$ cat config.mk
export PLATFORM = sky130hd
export DESIGN_NAME = fnsrc_divider
export DESIGN_NICKNAME = d
export VERILOG_FILES = /design/src/rtl/fnsrc_divider.sv
export SDC_FILE = /design/constraint.sdc
export NUM_CORES = 2
export LEC_CHECK = 0
export ABC_AREA = 1
export BUFFER_PORTS_ARGS = -buffer_cell sky130_fd_sc_hd__buf_2
export CORE_UTILIZATION = 55
export DETAILED_ROUTE_END_ITERATION = 6
export PLACE_DENSITY = 0.71
export SYNTH_ARGS = -nofsm -noshare
export SYNTH_HDL_FRONTEND = slang
export SYNTH_SLANG_ARGS = --single-unit
$ cat constraint.sdc
create_clock -name clk -period 7.35 [get_ports clk]
set_input_delay 0.3675 -clock clk [delete_from_list [all_inputs] [get_ports clk]]
set_output_delay 0.3675 -clock clk [all_outputs]
set_load 0.03 [all_outputs]
$ cat src/rtl/fnsrc_divider.sv
`default_nettype none
module fnsrc_divider #(
	parameter int unsigned NUM_W  = 33,
	parameter int unsigned DEN_W  = 25,
	parameter int unsigned SIDE_W = 8,
	parameter int unsigned BPS    = 4
) (
	input  wire logic              clk,
	input  wire logic              arst_n,
	input  wire logic              in_valid,
	input  wire logic [NUM_W-1:0]  num,
	input  wire logic [DEN_W-1:0]  den,
	input  wire logic [SIDE_W-1:0] side_in,
	output logic                   out_valid,
	output logic [NUM_W-1:0]       quo,
	output logic [DEN_W-1:0]       rem,
	output logic [SIDE_W-1:0]      side_out
);

	localparam int unsigned STAGES = (NUM_W + BPS - 1) / BPS;
	localparam int unsigned PAD_W  = STAGES * BPS;

	logic              vld_s [0:STAGES];
	logic [PAD_W-1:0]  num_s [0:STAGES];
	logic [PAD_W-1:0]  quo_s [0:STAGES];
	logic [DEN_W-1:0]  rem_s [0:STAGES];
	logic [DEN_W-1:0]  den_s [0:STAGES];
	logic [SIDE_W-1:0] side_s[0:STAGES];

	assign vld_s[0]  = in_valid;
	assign num_s[0]  = PAD_W'(num);
	assign quo_s[0]  = '0;
	assign rem_s[0]  = '0;
	assign den_s[0]  = den;
	assign side_s[0] = side_in;

	for (genvar g = 0; g < STAGES; g++) begin : g_stage
		logic [PAD_W-1:0] n_nx, q_nx;
		logic [DEN_W-1:0] r_nx;

		// restoring division, BPS quotient bits per stage, msb first
		always_comb begin
			logic [DEN_W:0] t;
			n_nx = num_s[g];
			q_nx = quo_s[g];
			r_nx = rem_s[g];
			for (int b = 0; b < BPS; b++) begin
				t = {r_nx, n_nx[PAD_W-1]};
				n_nx = {n_nx[PAD_W-2:0], 1'b0};
				if (t >= {1'b0, den_s[g]}) begin
					t = t - {1'b0, den_s[g]};
					q_nx = {q_nx[PAD_W-2:0], 1'b1};
				end else begin
					q_nx = {q_nx[PAD_W-2:0], 1'b0};
				end
				r_nx = t[DEN_W-1:0];
			end
		end

		always_ff @(posedge clk or negedge arst_n) begin
			if (!arst_n) begin
				vld_s[g+1] <= 1'b0;
			end else begin
				vld_s[g+1] <= vld_s[g];
			end
		end

		always_ff @(posedge clk) begin
			num_s[g+1]  <= n_nx;
			quo_s[g+1]  <= q_nx;
			rem_s[g+1]  <= r_nx;
			den_s[g+1]  <= den_s[g];
			side_s[g+1] <= side_s[g];
		end
	end

	assign out_valid = vld_s[STAGES];
	assign quo       = quo_s[STAGES][NUM_W-1:0];
	assign rem       = rem_s[STAGES];
	assign side_out  = side_s[STAGES];

endmodule
`default_nettype wire

==> metrics, run 1 <==
outcome stopped before the end; stopping stage global routing (5_1_grt); First Err [ERROR GRT-0232] Routing congestion too high. Check the congestion heatmap in the GUI.; overall routing resource usage 0.848; synth warn 0; top area cells in the synthesized netlist dfxtp_1 (21%), nand2_1 (19%), ha_1 (14%); placed cell areas 109000 um^2; io pins 136; Rows 137; DIE WIDTH 377 um; ys async rst share 0.0112; total CTS buffers 90; Placer Congestion 1.09; Yosys top cell by area dfxtp_1; cell count after placement 18000; Post-synth EDFFs 0; post-synth top area share 0.205; Mapped Cells 12200; post-synthesis sequential area ratio 0.208; Starting Density 0.555; chip height 377 um; PortBufs 135; # H-tree levels 3; Syn Nets 13200; Avg Inst Size Synth 6.32 um^2; DP HPWL 270000 um; Synth Register Bits 803; largest buffer count on any clock path 3; worst_ep kind sequential cell input; Worst EP post-GRT repair rem_s[100]$_DFF_P_/D; largest net degree at the start of global routing 36; GRT Residual Overflow 1739; cell area after synthesis 77400 um^2; clock root cell clkbuf_16; Synth cell types 57; Sink Count 803; prevailing post-synth register cell dfxtp_1
[per-stage QoR]
step,hold slack (ps),worst slack (ps),setup TNS [ps]
2_1_floorplan,71.9,-5.05,-93.6
3_3_place_gp,213,-2150,-211310
3_5_place_dp,222,-2090,-242070
4_1_cts,1.08,-802,-132910
[Yosys cell counts, types with 33 or more instances]
library cell	count
a21oi_1	924
buf_2	86
fa_1	33
o21bai_1	101
nor2_1	839
or2_2	66
o21ai_0	559
xnor2_1	306
a21o_1	92
nor3_1	117
nand3_1	726
o21ai_1	103
inv_1	1554
ha_1	875
dfxtp_1	794
o21a_1	62
buf_4	78
a31oi_1	64
a21boi_0	36
nand2_1	3907
nand4_1	157
nor4_1	48
xor2_1	380
[logic make-up after synthesis]
| family | Yosys count | share of synthesized area |
|---|---|---|
| compound gates | 2029 | 0.145 |
| fa+ha+maj | 908 | 0.150 |
| xor+xnor | 686 | 0.0776 |
| flops | 803 | 0.208 |
| buf+inv | 1789 | 0.0937 |
| simple gates | 6030 | 0.325 |
[per-layer routing]
metal  GRT overflow  global-route usage
met1            225               0.836
met2            887               0.981
met3            167               0.735
met4            424               0.843
met5             36               0.563
[repair_timing]
action / in CTS
buffers inserted: 96
gates cloned: 19
pin swaps: 90
hold buffers: 68
endpoints found under the hold margin: 76
setup endpoints to repair: 208
resized for setup: 564
==> inputs of run 2 (changes only) <==
--- a/config.mk
+++ b/config.mk
@@ -7,9 +7,9 @@
 export LEC_CHECK = 0
 export ABC_AREA = 1
 export BUFFER_PORTS_ARGS = -buffer_cell sky130_fd_sc_hd__buf_2
-export CORE_UTILIZATION = 55
+export CORE_UTILIZATION = 40
 export DETAILED_ROUTE_END_ITERATION = 6
-export PLACE_DENSITY = 0.71
+export PLACE_DENSITY_LB_ADDON = 0.15
 export SYNTH_ARGS = -nofsm -noshare
 export SYNTH_HDL_FRONTEND = slang
 export SYNTH_SLANG_ARGS = --single-unit
==> constraint.sdc (replaced) <==
create_clock -name clk -period 9.55 [get_ports clk]
set_input_delay 0.4775 -clock clk [delete_from_list [all_inputs] [get_ports clk]]
set_output_delay 0.4775 -clock clk [all_outputs]
set_load 0.03 [all_outputs]
==> run 2 against run 1 <==
The flow now finishes without violations. Synthesized area is the same. Synthesized cell count unchanged.
==> metrics, run 2 <==
Final period util 0.948; DIE WIDTH 442 um (+17%); met2 wire length 140000 um; most common cell in the netlist nand2_1; Final Hold Fails 0; Final ANT Viol Nets 0; overall routing resource usage 0.297; Setup Skew 60.1 ps; top area cells in the synthesized netlist dfxtp_1 (21%), nand2_1 (19%), ha_1 (14%); drt first pass iters 6; drt wl/cell 19.1 um; max-slew violations 0; initial drt markers 6183; WP buf/inv 10; placed cell areas 86400 um^2 (-21%); largest buffer count on any clock path 3 (unchanged); maxcap violations 0; share of post-route cells with drive strength above 1 0.112; die area 195000 um^2; Max stage delay on crit path 520 ps; Top Registers den_s (200), rem_s (200), quo_s (120); PortBufs 135 (unchanged); WP data arrival 9740 ps; CP max-delay cell dfxtp_1; Crit. End Element flip-flop; prevailing post-synth register cell dfxtp_1; number of global-route vias before repair 79300; Worst Hold Class input port to flip-flop; Slew HR 0.479; post-synth top area share 0.205 (unchanged); WP data required 10230 ps; multi-input logic area 54300 um^2; # H-tree levels 3 (unchanged); total CTS buffers 98 (+8.9%); ys async rst share 0.0112 (unchanged); first-pass GRT wire length 455000 um; Synth Register Bits 803 (unchanged); NumNets Final 14200; Placer Congestion 1.03 (-6.0%); Remaining DRCs 0; Setup-failing EPs final 0; clock root cell clkbuf_16; Post-Layout Inst Area 91100 um^2; Vias 83000; fin cells 15800; total core area 192000 um^2; io pins 136 (unchanged); initial antenna violation count 17; Rows 161 (+18%); outcome complete, no violations; Post-synth EDFFs 0 (unchanged); RSZ-0062 raised after global routing false; area grow syn2layout 17.7%; cell count after placement 15500 (-14%); Yosys top cell by area dfxtp_1; GRT Residual Overflow 0; DRT met1 WL 130000 um; Worst-Skew Late Latency 790 ps; CTS tree built; Mapped Cells 12200 (unchanged); Synth cell types 57 (unchanged); Crit Path Class flip-flop to flip-flop; Worst Reg-to-Reg Cells 53; post-synthesis sequential area ratio 0.208 (unchanged); synth warn 0 (unchanged); Avg Inst Size Synth 6.32 um^2 (unchanged); Worst-path clk slew 60 ps; Post-synth top cells nand2_1 (3907), inv_1 (1554), a21oi_1 (924); Worst Path Max Fanout 30; Tightest Pin Transition 773 ps; Vias/cell 5.25; chip height 442 um (+17%); Setup crit start kind flip-flop; most frequent cells in the layout nand2_1 (3906), inv_1 (1532), a21oi_1 (916); most common cell after layout, fill and taps aside nand2_1; DR top layer met5; Met3 Wirelength 16000 um; Max Clock Freq 110 MHz; Filler cells 20100; Syn Nets 13200 (unchanged); cell area after synthesis 77400 um^2 (unchanged); crit path time final 9060 ps; FF/Latch Area 16200 um^2; Sink Count 803 (unchanged); largest net degree at the start of global routing 35; cell family with the largest share of critical-path delay simple AND/OR/NAND/NOR gates; most used cell, CP nand2_1; WL final 302000 um; DP HPWL 257000 um (-5.2%); Starting Density 0.402 (-0.152); hold path depth 3; Levels on crit path 53
run 2: cell counts after synthesis:
Identical to the previous run, type by type.
run 2: worst min-delay path, stage by stage:
cell and delay, ps:
buf_2 90, inv_1 60, o21ai_0 100
run 2: final cells by class:
type	instances	area share
Clock inverter	53	0.00562
Tap cell	2526	0.0347
Inverter	1580	0.0660
Clock buffer	129	0.0306
Sequential cell	803	0.178
Timing Repair Buffer	1034	0.0887
Antenna cell	13	0.000357
Multi-Input combinational cell	9657	0.596
run 2: path summary, 6_finish.rpt:
kind | start | endpoint | slack, ps
setup / recovery | den_s[142] | rem_s[114] | 490
hold / removal | num[32] | rem_s[200] | 70
setup reg to reg | den_s[142] | rem_s[114] | 490
hold reg to reg | quo_s[47] | quo[15] | 310
max in group asynchronous | arst_n | vld_s[7] | 9240
min in group asynchronous | arst_n | vld_s[3] | 120
run 2: metrics by stage:
stage	hold WS, ps	setup slack, ps	TNS (ps)	util
after floorplan	182	1770	0	-
after global placement	310	-441	-13320	0.449
after detailed placement	312	-428	-10250	0.449
after CTS	14.3	0.878	0	0.470
after global routing	103	2.22	0	0.473
final	70.0	494	0	0.473
run 2: cells by family (layout without fill, tap and decap cells):
family          Yosys count  after routing  synth area share
other cells               0             13                 0
fa+ha+maj               908            908             0.150
simple gates           6030           6034             0.325
xor+xnor                686            686            0.0776
compound gates         2029           2029             0.145
buf+inv                1789           2796            0.0937
flops                   803            803             0.208
run 2: routing by layer:
layer / vias to the layer above / GRT usage
li1: 41700 / -
met1: 38200 / 0.369
met2: 2505 / 0.510
met3: 601 / 0.0331
met4: 20 / 0.146
met5: - / 0
run 2: repair_timing:
| action | CTS | global route |
|---|---|---|
| pin swaps | 1 | 11 |
| buffers inserted | 1 | 20 |
| cloned | 1 | 3 |
| endpoints found under the hold margin | 75 | 0 |
| hold buffers | 67 | 0 |
| setup endpoints to repair | 69 | 183 |
| gates resized for setup | 14 | 177 |
Power of run 2 is left out: the tool's default activity adds up to more than one toggle a clock period on the data nets, which glitch-free logic cannot reach.
